<file path="src/hdl/sliding_window_event_rate_limiter_assert.svh">
// ----------------------------------------------------------------------------
// sliding window event rate limiter assertion macros
// concurrent checks that compile away in synthesis builds
// ----------------------------------------------------------------------------
`ifndef SLIDING_WINDOW_EVENT_RATE_LIMITER_ASSERT_SVH
`define SLIDING_WINDOW_EVENT_RATE_LIMITER_ASSERT_SVH

`ifndef SYNTHESIS

// same-cycle implication
`define SWRL_ASSERT_IMPL(label, clk, rst_n, ante, cons) \
  label: assert property (@(posedge clk) disable iff (!rst_n) (ante) |-> (cons)) \
    else $error("swrl same-cycle check failed");

// next-cycle implication
`define SWRL_ASSERT_NEXT(label, clk, rst_n, ante, cons) \
  label: assert property (@(posedge clk) disable iff (!rst_n) (ante) |=> (cons)) \
    else $error("swrl next-cycle check failed");

`else

`define SWRL_ASSERT_IMPL(label, clk, rst_n, ante, cons)
`define SWRL_ASSERT_NEXT(label, clk, rst_n, ante, cons)

`endif

`endif

</file>
<file path="src/hdl/swrl_pkg.sv">
// ----------------------------------------------------------------------------
// swrl package
// widths, reset values, register indexes and controller/datapath structs
// ----------------------------------------------------------------------------
`timescale 1ns / 1ps
`default_nettype none

package swrl_pkg;

  localparam int RING_DEPTH_DEF = 64;

  localparam int TIME_W   = 32;
  localparam int WINDOW_W = 16;
  localparam int LIMIT_W  = 6;
  localparam int COUNT_W  = 6;
  localparam int TOTAL_W  = 16;

  localparam int CFG_W      = 16;
  localparam int CFG_ADDR_W = 2;

  localparam logic [WINDOW_W-1:0] WINDOW_RST = WINDOW_W'(2000);
  localparam logic [LIMIT_W-1:0]  WARN_RST   = LIMIT_W'(20);
  localparam logic [LIMIT_W-1:0]  KICK_RST   = LIMIT_W'(30);

  typedef enum logic [CFG_ADDR_W-1:0] {
    CFG_WINDOW = 2'd0,
    CFG_WARN   = 2'd1,
    CFG_KICK   = 2'd2
  } swrl_cfg_t;

  // controller -> datapath
  typedef struct packed {
    logic load;       // write event time at head, capture it
    logic read_tail;  // fetch ring entry at tail
    logic step_tail;  // tail entry aged out, move past it
    logic finish;     // decide, update indexes, load result
  } swrl_cmd_t;

  // datapath -> controller
  typedef struct packed {
    logic tail_at_head;
    logic too_old;
    logic out_free;
  } swrl_sts_t;

endpackage

`default_nettype wire

</file>
<file path="src/hdl/swrl_ifs.sv">
// ----------------------------------------------------------------------------
// swrl channel interfaces
// valid/ready channels for event items and result items
// ----------------------------------------------------------------------------
`timescale 1ns / 1ps
`default_nettype none

interface swrl_in_if;
  import swrl_pkg::*;

  logic              valid;
  logic              ready;
  logic [TIME_W-1:0] event_time;

  modport source (output valid, output event_time, input ready);
  modport sink   (input valid, input event_time, output ready);
endinterface

interface swrl_out_if;
  import swrl_pkg::*;

  logic               valid;
  logic               ready;
  logic [COUNT_W-1:0] recent_count;
  logic               warn_flag;
  logic               kick_flag;
  logic [TOTAL_W-1:0] warning_total;

  modport source (output valid, output recent_count, output warn_flag,
                  output kick_flag, output warning_total, input ready);
  modport sink   (input valid, input recent_count, input warn_flag,
                  input kick_flag, input warning_total, output ready);
endinterface

`default_nettype wire

</file>
<file path="src/hdl/swrl_ctrl.sv">
// ----------------------------------------------------------------------------
// swrl controller
// sequences accept, tail walk over the ring and the final decision
// ----------------------------------------------------------------------------
`timescale 1ns / 1ps
`default_nettype none

module swrl_ctrl (
  input  wire logic              clk,
  input  wire logic              rst_n,
  input  wire logic              in_valid,
  output logic                   in_ready,
  output swrl_pkg::swrl_cmd_t    cmd,
  input  wire swrl_pkg::swrl_sts_t sts
);
  import swrl_pkg::*;

  typedef enum logic [1:0] {
    S_IDLE,
    S_READ,
    S_CMP,
    S_DECIDE
  } state_t;

  state_t state_r;
  state_t state_nxt;

  always_comb begin
    state_nxt      = state_r;
    cmd            = '0;
    in_ready       = 1'b0;
    unique case (state_r)
      S_IDLE: begin
        in_ready = 1'b1;
        if (in_valid) begin
          cmd.load  = 1'b1;
          state_nxt = S_READ;
        end
      end
      S_READ: begin
        if (sts.tail_at_head) begin
          state_nxt = S_DECIDE;
        end else begin
          cmd.read_tail = 1'b1;
          state_nxt     = S_CMP;
        end
      end
      S_CMP: begin
        if (sts.too_old) begin
          cmd.step_tail = 1'b1;
          state_nxt     = S_READ;
        end else begin
          state_nxt = S_DECIDE;
        end
      end
      S_DECIDE: begin
        // hold until the result register can take the item
        if (sts.out_free) begin
          cmd.finish = 1'b1;
          state_nxt  = S_IDLE;
        end
      end
      default: state_nxt = S_IDLE;
    endcase
  end

  always_ff @(posedge clk) begin
    if (!rst_n) begin
      state_r <= S_IDLE;
    end else begin
      state_r <= state_nxt;
    end
  end

endmodule

`default_nettype wire

</file>
<file path="src/hdl/swrl_dp.sv">
// ----------------------------------------------------------------------------
// swrl datapath
// timestamp ring, head/tail indexes, age compare, counter and result register
// ----------------------------------------------------------------------------
`timescale 1ns / 1ps
`default_nettype none

module swrl_dp #(
  parameter int RING_DEPTH = swrl_pkg::RING_DEPTH_DEF
) (
  input  wire logic                          clk,
  input  wire logic                          rst_n,
  input  wire swrl_pkg::swrl_cmd_t           cmd,
  output swrl_pkg::swrl_sts_t                sts,
  input  wire logic [swrl_pkg::TIME_W-1:0]   in_time,
  input  wire logic [swrl_pkg::WINDOW_W-1:0] window_ms,
  input  wire logic [swrl_pkg::LIMIT_W-1:0]  warn_limit,
  input  wire logic [swrl_pkg::LIMIT_W-1:0]  kick_limit,
  input  wire logic                          out_ready,
  output logic                               out_valid,
  output logic [swrl_pkg::COUNT_W-1:0]       out_recent_count,
  output logic                               out_warn_flag,
  output logic                               out_kick_flag,
  output logic [swrl_pkg::TOTAL_W-1:0]       out_warning_total
);
  import swrl_pkg::*;

  localparam int IDX_W = $clog2(RING_DEPTH);
  localparam int CMP_W = (IDX_W > LIMIT_W) ? IDX_W : LIMIT_W;
  localparam logic [IDX_W-1:0] LAST_IDX  = IDX_W'(RING_DEPTH - 1);
  localparam logic [IDX_W:0]   DEPTH_EXT = (IDX_W + 1)'(RING_DEPTH);
  localparam logic [CMP_W-1:0] COUNT_MAX = CMP_W'((1 << COUNT_W) - 1);
  localparam logic [TOTAL_W-1:0] TOTAL_MAX = '1;

  function automatic logic [IDX_W-1:0] ring_next(input logic [IDX_W-1:0] i);
    ring_next = (i == LAST_IDX) ? '0 : i + 1'b1;
  endfunction

  logic [TIME_W-1:0] ring [RING_DEPTH];
  logic [TIME_W-1:0] rd_data_r;
  logic [TIME_W-1:0] now_r;

  logic [IDX_W-1:0]   head_r;
  logic [IDX_W-1:0]   tail_r;
  logic [TOTAL_W-1:0] warn_cnt_r;
  logic               out_valid_r;

  logic [IDX_W:0]     diff_ext;
  logic [CMP_W-1:0]   count;
  logic               kick;
  logic               warn;
  logic [IDX_W-1:0]   head_adv;
  logic [TOTAL_W-1:0] warn_cnt_nxt;
  logic [TIME_W-1:0]  age;

  // ring memory: one write port at head, one registered read port at tail
  always_ff @(posedge clk) begin
    if (cmd.load) begin
      ring[head_r] <= in_time;
      now_r        <= in_time;
    end
    if (cmd.read_tail) begin
      rd_data_r <= ring[tail_r];
    end
  end

  assign age = now_r - rd_data_r;

  assign sts.tail_at_head = (tail_r == head_r);
  assign sts.too_old      = (age > {{(TIME_W - WINDOW_W){1'b0}}, window_ms});
  assign sts.out_free     = !out_valid_r || out_ready;

  // entries from tail up to head, modulo depth
  assign diff_ext = {1'b0, head_r} + ((head_r < tail_r) ? DEPTH_EXT : '0) - {1'b0, tail_r};
  assign count    = CMP_W'(diff_ext[IDX_W-1:0]);

  assign kick     = count > CMP_W'(kick_limit);
  assign warn     = !kick && (count > CMP_W'(warn_limit));
  assign head_adv = ring_next(head_r);
  assign warn_cnt_nxt = (warn && warn_cnt_r != TOTAL_MAX) ? warn_cnt_r + 1'b1 : warn_cnt_r;

  always_ff @(posedge clk) begin
    if (!rst_n) begin
      head_r      <= '0;
      tail_r      <= '0;
      warn_cnt_r  <= '0;
      out_valid_r <= 1'b0;
    end else begin
      if (cmd.finish) begin
        out_valid_r <= 1'b1;
      end else if (out_valid_r && out_ready) begin
        out_valid_r <= 1'b0;
      end
      if (cmd.step_tail) begin
        tail_r <= ring_next(tail_r);
      end
      if (cmd.finish) begin
        warn_cnt_r <= warn_cnt_nxt;
        if (!kick) begin
          head_r <= head_adv;
          // ring full: drop the oldest entry
          if (head_adv == tail_r) begin
            tail_r <= ring_next(tail_r);
          end
        end
      end
    end
  end

  always_ff @(posedge clk) begin
    if (cmd.finish) begin
      out_recent_count  <= (count > COUNT_MAX) ? COUNT_MAX[COUNT_W-1:0] : count[COUNT_W-1:0];
      out_warn_flag     <= warn;
      out_kick_flag     <= kick;
      out_warning_total <= warn_cnt_nxt;
    end
  end

  assign out_valid = out_valid_r;

endmodule

`default_nettype wire

</file>
<file path="src/hdl/sliding_window_event_rate_limiter.sv">
// ----------------------------------------------------------------------------
// sliding window event rate limiter
// top level: configuration registers, controller and datapath
// ----------------------------------------------------------------------------
// Each item carries a free-running millisecond timestamp. It is stored in a
// ring of RING_DEPTH entries at the head, then the tail walks past stored
// entries older than window_ms (unsigned 32-bit age), and one result item
// reports how many earlier events are still in the window. A count above
// kick_limit raises kick_flag and keeps the head in place, so the next event
// overwrites the slot; otherwise the head advances, and a count above
// warn_limit raises warn_flag and bumps a saturating 16-bit warning total.
// The ring memory has one registered read port, and the tail walk takes a
// read step and then an age compare step for each entry; it stops at an
// entry still inside the window or when it reaches the head. No new event
// is accepted until the block is back in idle after the decision. The
// result sits in an output register, and the block waits in the decision
// step only while that register still holds an earlier, untaken result.
// Configuration should be written through cfg_we/cfg_addr/cfg_wdata
// (0 window_ms, 1 warn_limit, 2 kick_limit) only while the block is idle;
// the block itself does not enforce this. Other addresses are ignored. The
// ring needs no clearing after reset.
// ----------------------------------------------------------------------------
`timescale 1ns / 1ps
`default_nettype none

`include "sliding_window_event_rate_limiter_assert.svh"

module sliding_window_event_rate_limiter #(
  parameter int RING_DEPTH = swrl_pkg::RING_DEPTH_DEF
) (
  input  wire logic                            clk,
  input  wire logic                            rst_n,
  swrl_in_if.sink                              in_ch,
  swrl_out_if.source                           out_ch,
  input  wire logic                            cfg_we,
  input  wire logic [swrl_pkg::CFG_ADDR_W-1:0] cfg_addr,
  input  wire logic [swrl_pkg::CFG_W-1:0]      cfg_wdata
);
  import swrl_pkg::*;

  // configuration registers
  logic [WINDOW_W-1:0] window_r;
  logic [LIMIT_W-1:0]  warn_limit_r;
  logic [LIMIT_W-1:0]  kick_limit_r;

  // controller <-> datapath
  swrl_cmd_t cmd;
  swrl_sts_t sts;

  always_ff @(posedge clk) begin
    if (!rst_n) begin
      window_r     <= WINDOW_RST;
      warn_limit_r <= WARN_RST;
      kick_limit_r <= KICK_RST;
    end else if (cfg_we) begin
      unique case (swrl_cfg_t'(cfg_addr))
        CFG_WINDOW: window_r     <= cfg_wdata[WINDOW_W-1:0];
        CFG_WARN:   warn_limit_r <= cfg_wdata[LIMIT_W-1:0];
        CFG_KICK:   kick_limit_r <= cfg_wdata[LIMIT_W-1:0];
        default: ;  // unmapped address, write dropped
      endcase
    end
  end

  // sequencer: accept, tail walk, decision
  swrl_ctrl u_ctrl (
    .clk      (clk),
    .rst_n    (rst_n),
    .in_valid (in_ch.valid),
    .in_ready (in_ch.ready),
    .cmd      (cmd),
    .sts      (sts)
  );

  // ring, indexes, compare and result register
  swrl_dp #(
    .RING_DEPTH (RING_DEPTH)
  ) u_dp (
    .clk               (clk),
    .rst_n             (rst_n),
    .cmd               (cmd),
    .sts               (sts),
    .in_time           (in_ch.event_time),
    .window_ms         (window_r),
    .warn_limit        (warn_limit_r),
    .kick_limit        (kick_limit_r),
    .out_ready         (out_ch.ready),
    .out_valid         (out_ch.valid),
    .out_recent_count  (out_ch.recent_count),
    .out_warn_flag     (out_ch.warn_flag),
    .out_kick_flag     (out_ch.kick_flag),
    .out_warning_total (out_ch.warning_total)
  );

  // one item at a time: no accept right after an accept
  `SWRL_ASSERT_NEXT(a_single_item, clk, rst_n, in_ch.valid && in_ch.ready, !in_ch.ready)
  // a decision always lands a result in the output register
  `SWRL_ASSERT_NEXT(a_finish_to_out, clk, rst_n, cmd.finish, out_ch.valid)
  // a decision never overwrites an untaken result
  `SWRL_ASSERT_IMPL(a_no_overwrite, clk, rst_n, cmd.finish, !out_ch.valid || out_ch.ready)
  // kick and warning are exclusive
  `SWRL_ASSERT_IMPL(a_flags_excl, clk, rst_n, out_ch.valid, !(out_ch.warn_flag && out_ch.kick_flag))

endmodule

`default_nettype wire
</file>
<file path="src/flat_wrapper.sv">
// flat-port wrapper written by rule: the top's interface ports become plain ports
module sliding_window_event_rate_limiter_flat import swrl_pkg::*;
#(
  parameter int RING_DEPTH = swrl_pkg::RING_DEPTH_DEF
)
  (clk, rst_n, cfg_we, cfg_addr, cfg_wdata, in_ch_valid, in_ch_event_time, in_ch_ready, out_ch_valid, out_ch_recent_count, out_ch_warn_flag, out_ch_kick_flag, out_ch_warning_total, out_ch_ready);
  swrl_in_if in_ch_i ();
  swrl_out_if out_ch_i ();
  input  wire logic clk;
  input  wire logic rst_n;
  input  wire logic cfg_we;
  input  wire logic [swrl_pkg::CFG_ADDR_W-1:0] cfg_addr;
  input  wire logic [swrl_pkg::CFG_W-1:0] cfg_wdata;
  input wire logic [$bits(in_ch_i.valid)-1:0] in_ch_valid;
  input wire logic [$bits(in_ch_i.event_time)-1:0] in_ch_event_time;
  output wire logic [$bits(in_ch_i.ready)-1:0] in_ch_ready;
  output wire logic [$bits(out_ch_i.valid)-1:0] out_ch_valid;
  output wire logic [$bits(out_ch_i.recent_count)-1:0] out_ch_recent_count;
  output wire logic [$bits(out_ch_i.warn_flag)-1:0] out_ch_warn_flag;
  output wire logic [$bits(out_ch_i.kick_flag)-1:0] out_ch_kick_flag;
  output wire logic [$bits(out_ch_i.warning_total)-1:0] out_ch_warning_total;
  input wire logic [$bits(out_ch_i.ready)-1:0] out_ch_ready;
  assign in_ch_i.valid = in_ch_valid;
  assign in_ch_i.event_time = in_ch_event_time;
  assign in_ch_ready = in_ch_i.ready;
  assign out_ch_valid = out_ch_i.valid;
  assign out_ch_recent_count = out_ch_i.recent_count;
  assign out_ch_warn_flag = out_ch_i.warn_flag;
  assign out_ch_kick_flag = out_ch_i.kick_flag;
  assign out_ch_warning_total = out_ch_i.warning_total;
  assign out_ch_i.ready = out_ch_ready;
  sliding_window_event_rate_limiter #(.RING_DEPTH(RING_DEPTH)) u_core (.clk(clk), .rst_n(rst_n), .in_ch(in_ch_i), .out_ch(out_ch_i), .cfg_we(cfg_we), .cfg_addr(cfg_addr), .cfg_wdata(cfg_wdata));
endmodule
</file>
<file path="config.mk">
export PLATFORM = sky130hd
export DESIGN_NAME = sliding_window_event_rate_limiter_flat
export DESIGN_NICKNAME = d
export VERILOG_FILES = /design/src/hdl/swrl_pkg.sv /design/src/hdl/swrl_ifs.sv /design/src/hdl/swrl_ctrl.sv /design/src/hdl/swrl_dp.sv /design/src/hdl/sliding_window_event_rate_limiter.sv /design/src/flat_wrapper.sv
export VERILOG_INCLUDE_DIRS = /design/src /design/src/hdl
export SDC_FILE = /design/constraint.sdc
export NUM_CORES = 2
export LEC_CHECK = 0
export ABC_AREA = 1
export BUFFER_PORTS_ARGS = -buffer_cell sky130_fd_sc_hd__buf_2
export CAP_MARGIN = 20
export CELL_PAD_IN_SITES_DETAIL_PLACEMENT = 0
export CELL_PAD_IN_SITES_GLOBAL_PLACEMENT = 1
export CORE_ASPECT_RATIO = 2
export CORE_MARGIN = 2
export CORE_UTILIZATION = 35
export DETAILED_ROUTE_END_ITERATION = 12
export GPL_TIMING_DRIVEN = 1
export PLACE_DENSITY = 0.66
export SETUP_SLACK_MARGIN = 0.2
export SLEW_MARGIN = 0
export SYNTH_ARGS = -nofsm -noshare
export SYNTH_HDL_FRONTEND = slang
export SYNTH_SLANG_ARGS = --single-unit
export TNS_END_PERCENT = 10
</file>
<file path="constraint.sdc">
create_clock -name clk -period 13.7 [get_ports clk]
set_input_delay 2.055 -clock clk [delete_from_list [all_inputs] [get_ports clk]]
set_output_delay 2.055 -clock clk [all_outputs]
set_load 0.1 [all_outputs]
</file>
* After elaboration in Yosys (flattened, before gate mapping)
Memories as Yosys holds them, arrays and structs flattened. A register that Yosys moved wholly into a read port is not among the register bits. Index checks and enable logic that the tools add are counted.
Word-level totals: register bits 115, memory bits (writable) 2048, bits of input ports 55, output and inout port bits 26, logic and storage cells 76, memories 1
Operators by class: add/subtract/negate cells 6, $lt $le $gt $ge 4, eq/ne operators 12, mux-type cells 25, bitwise logic cells 1, reductions and logical operators 14
Memory list:
- u_core.u_dp.ring | depth 64, width 32, read ports 1, clocked after memory_dff 1, wr ports 1, line swrl_dp.sv:39 | logic [TIME_W-1:0] ring [RING_DEPTH];
Operator list (number):
- $mux 6 | 6
- $gt 32x16->1 | 1
- $sub 32x32->32 | 1
- $add 16x1->16 const B | 1
- $mux 16 | 1
- $ne 16x16->1 const B | 1
- $mux 1 | 14
- $add 6x1->6 const B | 2
- $eq 6x6->1 | 2
- $eq 6x6->1 const B | 2
- $gt 6x6->1 | 2
- $reduce_and 2->1 | 5
- $pmux 2 s4 | 1
- $add 6x6->6 const B | 1
- $eq 2x2->1 const B | 3
- $gt 6x6->1 const B | 1
- $mux 2 | 3
- $sub 6x6->6 | 1
- $eq 2x1->1 const B | 2
- $logic_not 2->1 | 2
- $logic_and 1x1->1 | 3
- $logic_not 1->1 | 2
- $ne 2x1->1 const B | 1
- $ne 2x2->1 const B | 1
- 3 further kinds | 3

* Depth between registers and ports, before layout
depth in word-level cells 8, mapped depth 32, gate-level depth less buffers 31

* Modules after synthesis
Synthesis repeated with hierarchy kept, for this count alone.
Second synthesis, totals: cell total of the unflattened synthesis 7026, area total of the unflattened synthesis 88732.6 um2
Modules (own cells, without submodules):
- swrl_dp | times used 1, cells each 6847, area each 87422.6 um2, seq. area each 64722.1 um2
- sliding_window_event_rate_limiter | times used 1, cells each 160, area each 1194.9 um2, seq. area each 560.5 um2
- swrl_ctrl | times used 1, cells each 19, area each 115.1 um2, seq. area each 40.0 um2

* Worst setup path before layout
No wires, ideal clock.
path kind input to register, start input in_ch_valid, end memory u_core.u_dp.ring[48][0], enable pin, setup time 0.421 ns, arrival time 5.386 ns, required time 13.279 ns, path slack 7.893 ns, stages 5, buffers on the path 1, cell sequence inv_1 -> nor3_1 -> clkbuf_1 -> nand4_1 -> nor2_1
RTL lines:
- start: declaration | line flat_wrapper.sv:14 | input wire logic [$bits(in_ch_i.valid)-1:0] in_ch_valid;
- end: declaration | line swrl_dp.sv:39

* Worst setup path after layout
start register u_core.u_dp.tail_r[0], end register u_core.u_dp.rd_data_r[21], read port of u_core.u_dp.ring (data pin)
Between the ends: cells in the longest elaborated chain, start to end 3
Ends and longest elaborated chain:
- start: declaration | line swrl_dp.sv:44 | logic [IDX_W-1:0] tail_r;
- start signal: assignment | line swrl_dp.sv:95 | tail_r <= ring_next(tail_r);
- start signal: assignment | line swrl_dp.sv:103 | tail_r <= ring_next(tail_r);
- $eq 6x6->1 | line swrl_dp.sv:69 | assign sts.tail_at_head = (tail_r == head_r);
- $mux 1 | line swrl_ctrl.sv:41 | if (sts.tail_at_head) begin
- $mux 1 | line swrl_ctrl.sv:32 | unique case (state_r)
- end: declaration | line swrl_dp.sv:40 | logic [TIME_W-1:0] rd_data_r;
Parallel ways exist; a longest one is shown, timed or not. A chain may end at the register's enable or synchronous reset.

==> run summary <==
The hold slack came out at 0.4560 ns. The sum of net half-perimeters after detailed placement came out at approximately 160000 µm. The xor/xnor share of the synthesized area came out at 0.003977. The number of max-cap violations came out at 0. The maximum level of the CTS H-tree came out at 4.

The largest family of logic cells by synthesized area is compound AO/OA/AOI/OAI gates. The power share of the clock group is 0.368. The max-slew violation count came out at 0. The longest clock path from root to sink contains 4 buffers.

The total of fill cells in the finished design is approximately 23000. Following the worst setup path forward leads to its endpoint at u_core.u_dp.rd_data_r[21]$_DFFE_PP_. By instance count, the cell type seen most on the critical path is sky130_fd_sc_hd__buf_4. The remaining global-route overflow came out at 0. The run finished with clean final reports. The slowest stage of the critical path is the sky130_fd_sc_hd__buf_4 cell. Synthesis instantiated 46 different standard cells from the library. The final cell area excluding filler cells is 98550 µm². The top-level port count came out at between 80 and 90. In this run the critical register-to-register path is launched from u_core.u_dp.tail_r[0]$_SDFF_PN0_. The final critical-path required period is around 5.6 ns. In the synthesized netlist the dominant register cell turns out to be sky130_fd_sc_hd__edfxtp_1.

The achievable clock frequency is 180.2 MHz. The power density normalized to cell area is about 150 nW/µm². The critical path buffer and inverter count is 5.

Buffers inserted to repair hold after CTS numbered 0. The total wire length came out at approximately 280000 µm. The internal power component came out at about 11 mW.

In the final routed layout, each cell accounts on average for between 20 and 30 µm. The library cell with the largest summed area after synthesis is sky130_fd_sc_hd__edfxtp_1. For this run, the register share of the synthesized area comes to 0.7415.

The top cell types in the final layout, fill and taps aside, are 2136 x sky130_fd_sc_hd__edfxtp_1, 1110 x sky130_fd_sc_hd__nor2_1, 1065 x sky130_fd_sc_hd__o21ai_0. The pin count of the biggest net entering global routing is 176. Using the TritonRoute via totals, the vias-per-cell ratio works out to ~5.6. The wire length of the first global-routing pass came out at between 300000 and 400000 µm.

The number of clock buffers inserted by TritonCTS came out at between 150 and 200. TritonCTS built the clock tree. After synthesis, the share of cell area in mux cells is 0. The remaining routing DRC violations is 0.

The tree is rooted in a sky130_fd_sc_hd__clkbuf_16. The clock transition at the registers of the reported paths is 0.07 ns. For this run, the slowest stage of the critical path takes 0.74 ns. Headroom to the max-slew limit came out at 0.2716.

The post-route antenna net violation count is 0. Of the total power, registers draw 0.517. The number of post-CTS setup repair buffers is 0. Each instance of the synthesized netlist takes up on average approximately 13 µm². Synthesis produced a netlist with a net count of roughly 7000. The share of the synthesized area in the top cell type is 0.7281. The post-cts repair resize count is 0. The initial antenna violation count came out at 15.

The clock latency of the later-clocked register in the worst-skew pair came out at just under 0.9 ns. The portion of the clock cycle consumed by the worst path in the final layout came out at 0.4051. Setup repair after global routing left no endpoint under its margin. The maximum VDD drop is approximately 0.00012 V. Setup total negative slack on the finished layout was measured at 0 ns. The area of the core is between 200000 and 300000 µm². The netlist area before placement came out at 88100 µm².

The data arrival time of the critical path is roughly 6.3 ns. The synthesis warning total came out at 0. The footprint of the flip-flops and latches is about 65000 µm². The number of cell rows is 260.

The kind of critical path is reg2reg. At the end of the flow, the number of nets in the layout was 6949. Summing all multi-input logic gate instances after layout gives 20530 µm². The number of cells on the worst reg-to-reg path came out at 10. Traced cell by cell, the critical path runs through buf_4, buf_4, buf_4, buf_4, buf_4, o21ai_0, o221ai_1, nand3_1, a31oi_1, a221o_1. Of the cells placed in the final design, the portion with a size suffix greater than 1 is 0.08801. After layout, the design draws a total of 14.45 mW. The share of synthesized registers carrying an async set or reset is 0.

The die covers 256000 µm². The most critical setup path has its startpoint at u_core.u_dp.tail_r[0]$_SDFF_PN0_. The synthesized design contains 2136 enable-type register cells.

The aggregate global-route resource usage is 0.2134. The placed instance area is between 90000 and 100000 µm². The overall die width is 358.8 µm. The post-synthesis share of cell area spent on full adders, half adders and majority gates is 0.009970.

Of the total power, the share spent switching nets is 0.2571. The family with the most delay on the worst path is buffers and inverters. STA classifies the critical path startpoint as a register. The number of cells on the critical path is 10. The pin slew with the least headroom to its limit came out at between 1 and 1.5 ns. The switching power came out at roughly 3.7 mW. By area the synthesized netlist is led by sky130_fd_sc_hd__edfxtp_1 73%, sky130_fd_sc_hd__o21ai_0 6.1%, sky130_fd_sc_hd__nor2_1 5.0%.

The number of sinks on the clock net is roughly 2200. The capturing element type of the critical path is a register. The congestion estimate from routability-driven global placement came to approximately 0.88.

The total vias in the final route came out at 57070. The library cell used most frequently in the layout, excluding fill and tap cells, is sky130_fd_sc_hd__edfxtp_1. Of the total power, combinational logic draws 0.115. The cell count after synthesis came out at 6844.

The synthesized flop and latch total came out at roughly 2200. The worst clock skew came out at around 0.08 ns. Port buffering added 80 buffers. The final core area utilization is 0.3934.

The initial utilization of the core area, before any placement, comes to 0.3517. The number of global-route vias before repair is 56010. The number of DRC violations after detailed-routing iteration 0 came out at roughly 5600. The layout-stage area growth over the synthesis result came out at 11.87%.

The required time of the critical path is approximately 14 ns. Setup slack on the worst reg-to-reg path comes out at approximately 8.1 ns. The number of failing setup endpoints in the final timing report is 0. The endpoint identified for the worst register-to-register timing path is u_core.u_dp.rd_data_r[21]$_DFFE_PP_. The first TritonRoute pass finished after 6 iterations. The height of the die is roughly 710 µm. In this run the static leakage power is ~32 nW.

The final count of hold timing violations is 0. The compound-gate portion of the synthesized area is 0.1236. The tightest min-delay check is of the reg2reg type. The largest fanout on the critical path came out at 80. Of the total synthesized cell area, the portion taken by AND, OR, NAND and NOR gates is 0.08965.
## kinds of logic (layout without fill, tap and decap cells)
logic type	after synthesis	count (layout)
AO/OA/AOI/OAI	1860	1860
adder cells (fa/ha/maj)	69	69
XOR/XNOR	40	40
flip-flops	2195	2195
AND/OR/NAND/NOR	1982	1982
buffers and inverters	698	819
other	0	5
## cell usage after synthesis (3+ instances only)
cell type,count
sky130_fd_sc_hd__a21oi_1,113
sky130_fd_sc_hd__a31oi_1,58
sky130_fd_sc_hd__nor2_2,10
sky130_fd_sc_hd__xor2_1,35
sky130_fd_sc_hd__ha_1,67
sky130_fd_sc_hd__buf_2,73
sky130_fd_sc_hd__inv_2,6
sky130_fd_sc_hd__nand3_1,175
sky130_fd_sc_hd__o21ai_0,1065
sky130_fd_sc_hd__buf_4,10
sky130_fd_sc_hd__nand4_1,29
sky130_fd_sc_hd__a221o_1,21
sky130_fd_sc_hd__a211oi_1,3
sky130_fd_sc_hd__a32o_1,8
sky130_fd_sc_hd__nand3b_1,3
sky130_fd_sc_hd__buf_1,19
sky130_fd_sc_hd__o211ai_1,65
sky130_fd_sc_hd__clkbuf_1,341
sky130_fd_sc_hd__o21ai_1,3
sky130_fd_sc_hd__inv_1,243
sky130_fd_sc_hd__clkinv_1,4
sky130_fd_sc_hd__xnor2_1,5
sky130_fd_sc_hd__o221ai_1,204
sky130_fd_sc_hd__edfxtp_1,2136
sky130_fd_sc_hd__o22ai_1,308
sky130_fd_sc_hd__nand2_1,538
sky130_fd_sc_hd__dfxtp_1,59
sky130_fd_sc_hd__nand2_2,15
sky130_fd_sc_hd__nor4_2,3
sky130_fd_sc_hd__nor3_1,26
sky130_fd_sc_hd__nor2_1,1176
## worst register-to-register path: cells and delay by family, from the launching register on
family                 cells  cell delay, ns
AOI/OAI and AO/OA          4            1.31
buffers and inverters      5            3.25
and+or+nand+nor            1            0.16
DFF                        1            0.66
## through the flow
stage | cells | setup slack, ns
after floorplan | 6844 | 7.893
after global placement | 9910 | 8.348
after detailed placement | 9910 | 8.232
after CTS | 10240 | 8.162
after global routing | 10240 | 7.917
final | 10250 | 8.150
## how the worst min path moves through the flow
stage | startpoint | end | cells after the start
CTS | u_core.u_dp.warn_cnt_r[15]$_SDFFE_PN0P_ | u_core.u_dp.warn_cnt_r[15]$_SDFFE_PN0P_ | 2
floorplan | u_core.u_dp.warn_cnt_r[15]$_SDFFE_PN0P_ | u_core.u_dp.warn_cnt_r[15]$_SDFFE_PN0P_ | 2
global route | u_core.u_dp.warn_cnt_r[15]$_SDFFE_PN0P_ | u_core.u_dp.warn_cnt_r[15]$_SDFFE_PN0P_ | 2
global placement | u_core.u_dp.warn_cnt_r[15]$_SDFFE_PN0P_ | u_core.u_dp.warn_cnt_r[15]$_SDFFE_PN0P_ | 2
detailed placement | u_core.u_dp.warn_cnt_r[15]$_SDFFE_PN0P_ | u_core.u_dp.warn_cnt_r[15]$_SDFFE_PN0P_ | 2
finish | u_core.u_dp.warn_cnt_r[15]$_SDFFE_PN0P_ | u_core.u_dp.warn_cnt_r[15]$_SDFFE_PN0P_ | 2
## flip-flops by register name, summed over array words and instances (netlist names)
register and count:
u_core.u_dp.ring 2048, u_core.u_dp.now_r 32, u_core.u_dp.rd_data_r 32, u_core.u_dp.out_warning_total 16
u_core.u_dp.warn_cnt_r 16, u_core.window_r 16, u_core.kick_limit_r 6, u_core.u_dp.head_r 6
u_core.u_dp.out_recent_count 6, u_core.u_dp.tail_r 6, u_core.warn_limit_r 6, u_core.u_ctrl.state_r 2
u_core.u_dp.out_kick_flag 1, u_core.u_dp.out_valid 1, u_core.u_dp.out_warn_flag 1
## layer usage
layer	share of wire	track usage	wire, µm
met1	0.35	0.2353	98050
met2	0.54	0.3969	150300
met3	0.050	0.02296	13900
met4	0.058	0.1129	16110
met5	0.00023	0	65
## cell type report
cell class / instances / share of cell area
Sequential cell: 2195 / 0.6630
Multi-Input combinational cell: 3951 / 0.2083
Clock buffer: 221 / 0.04964
Tap cell: 3275 / 0.04158
Timing Repair Buffer: 238 / 0.01711
Clock inverter: 107 / 0.01037
Inverter: 253 / 0.009915
Antenna cell: 5 / 0.0001270
## power groups by stage
| stage | sequential [mW] | combinational, mW | clock [mW] |
|---|---|---|---|
| after global routing | 7.47 | 1.80 | 5.61 |
| final | 7.47 | 1.66 | 5.32 |
| after global placement | 7.62 | 1.64 | 0 |
| after CTS | 7.47 | 1.67 | 5.39 |
| after floorplan | 7.62 | 0.942 | 0 |
| after detailed placement | 7.62 | 1.67 | 0 |
No activity file was read; power rests on OpenSTA's default activity.
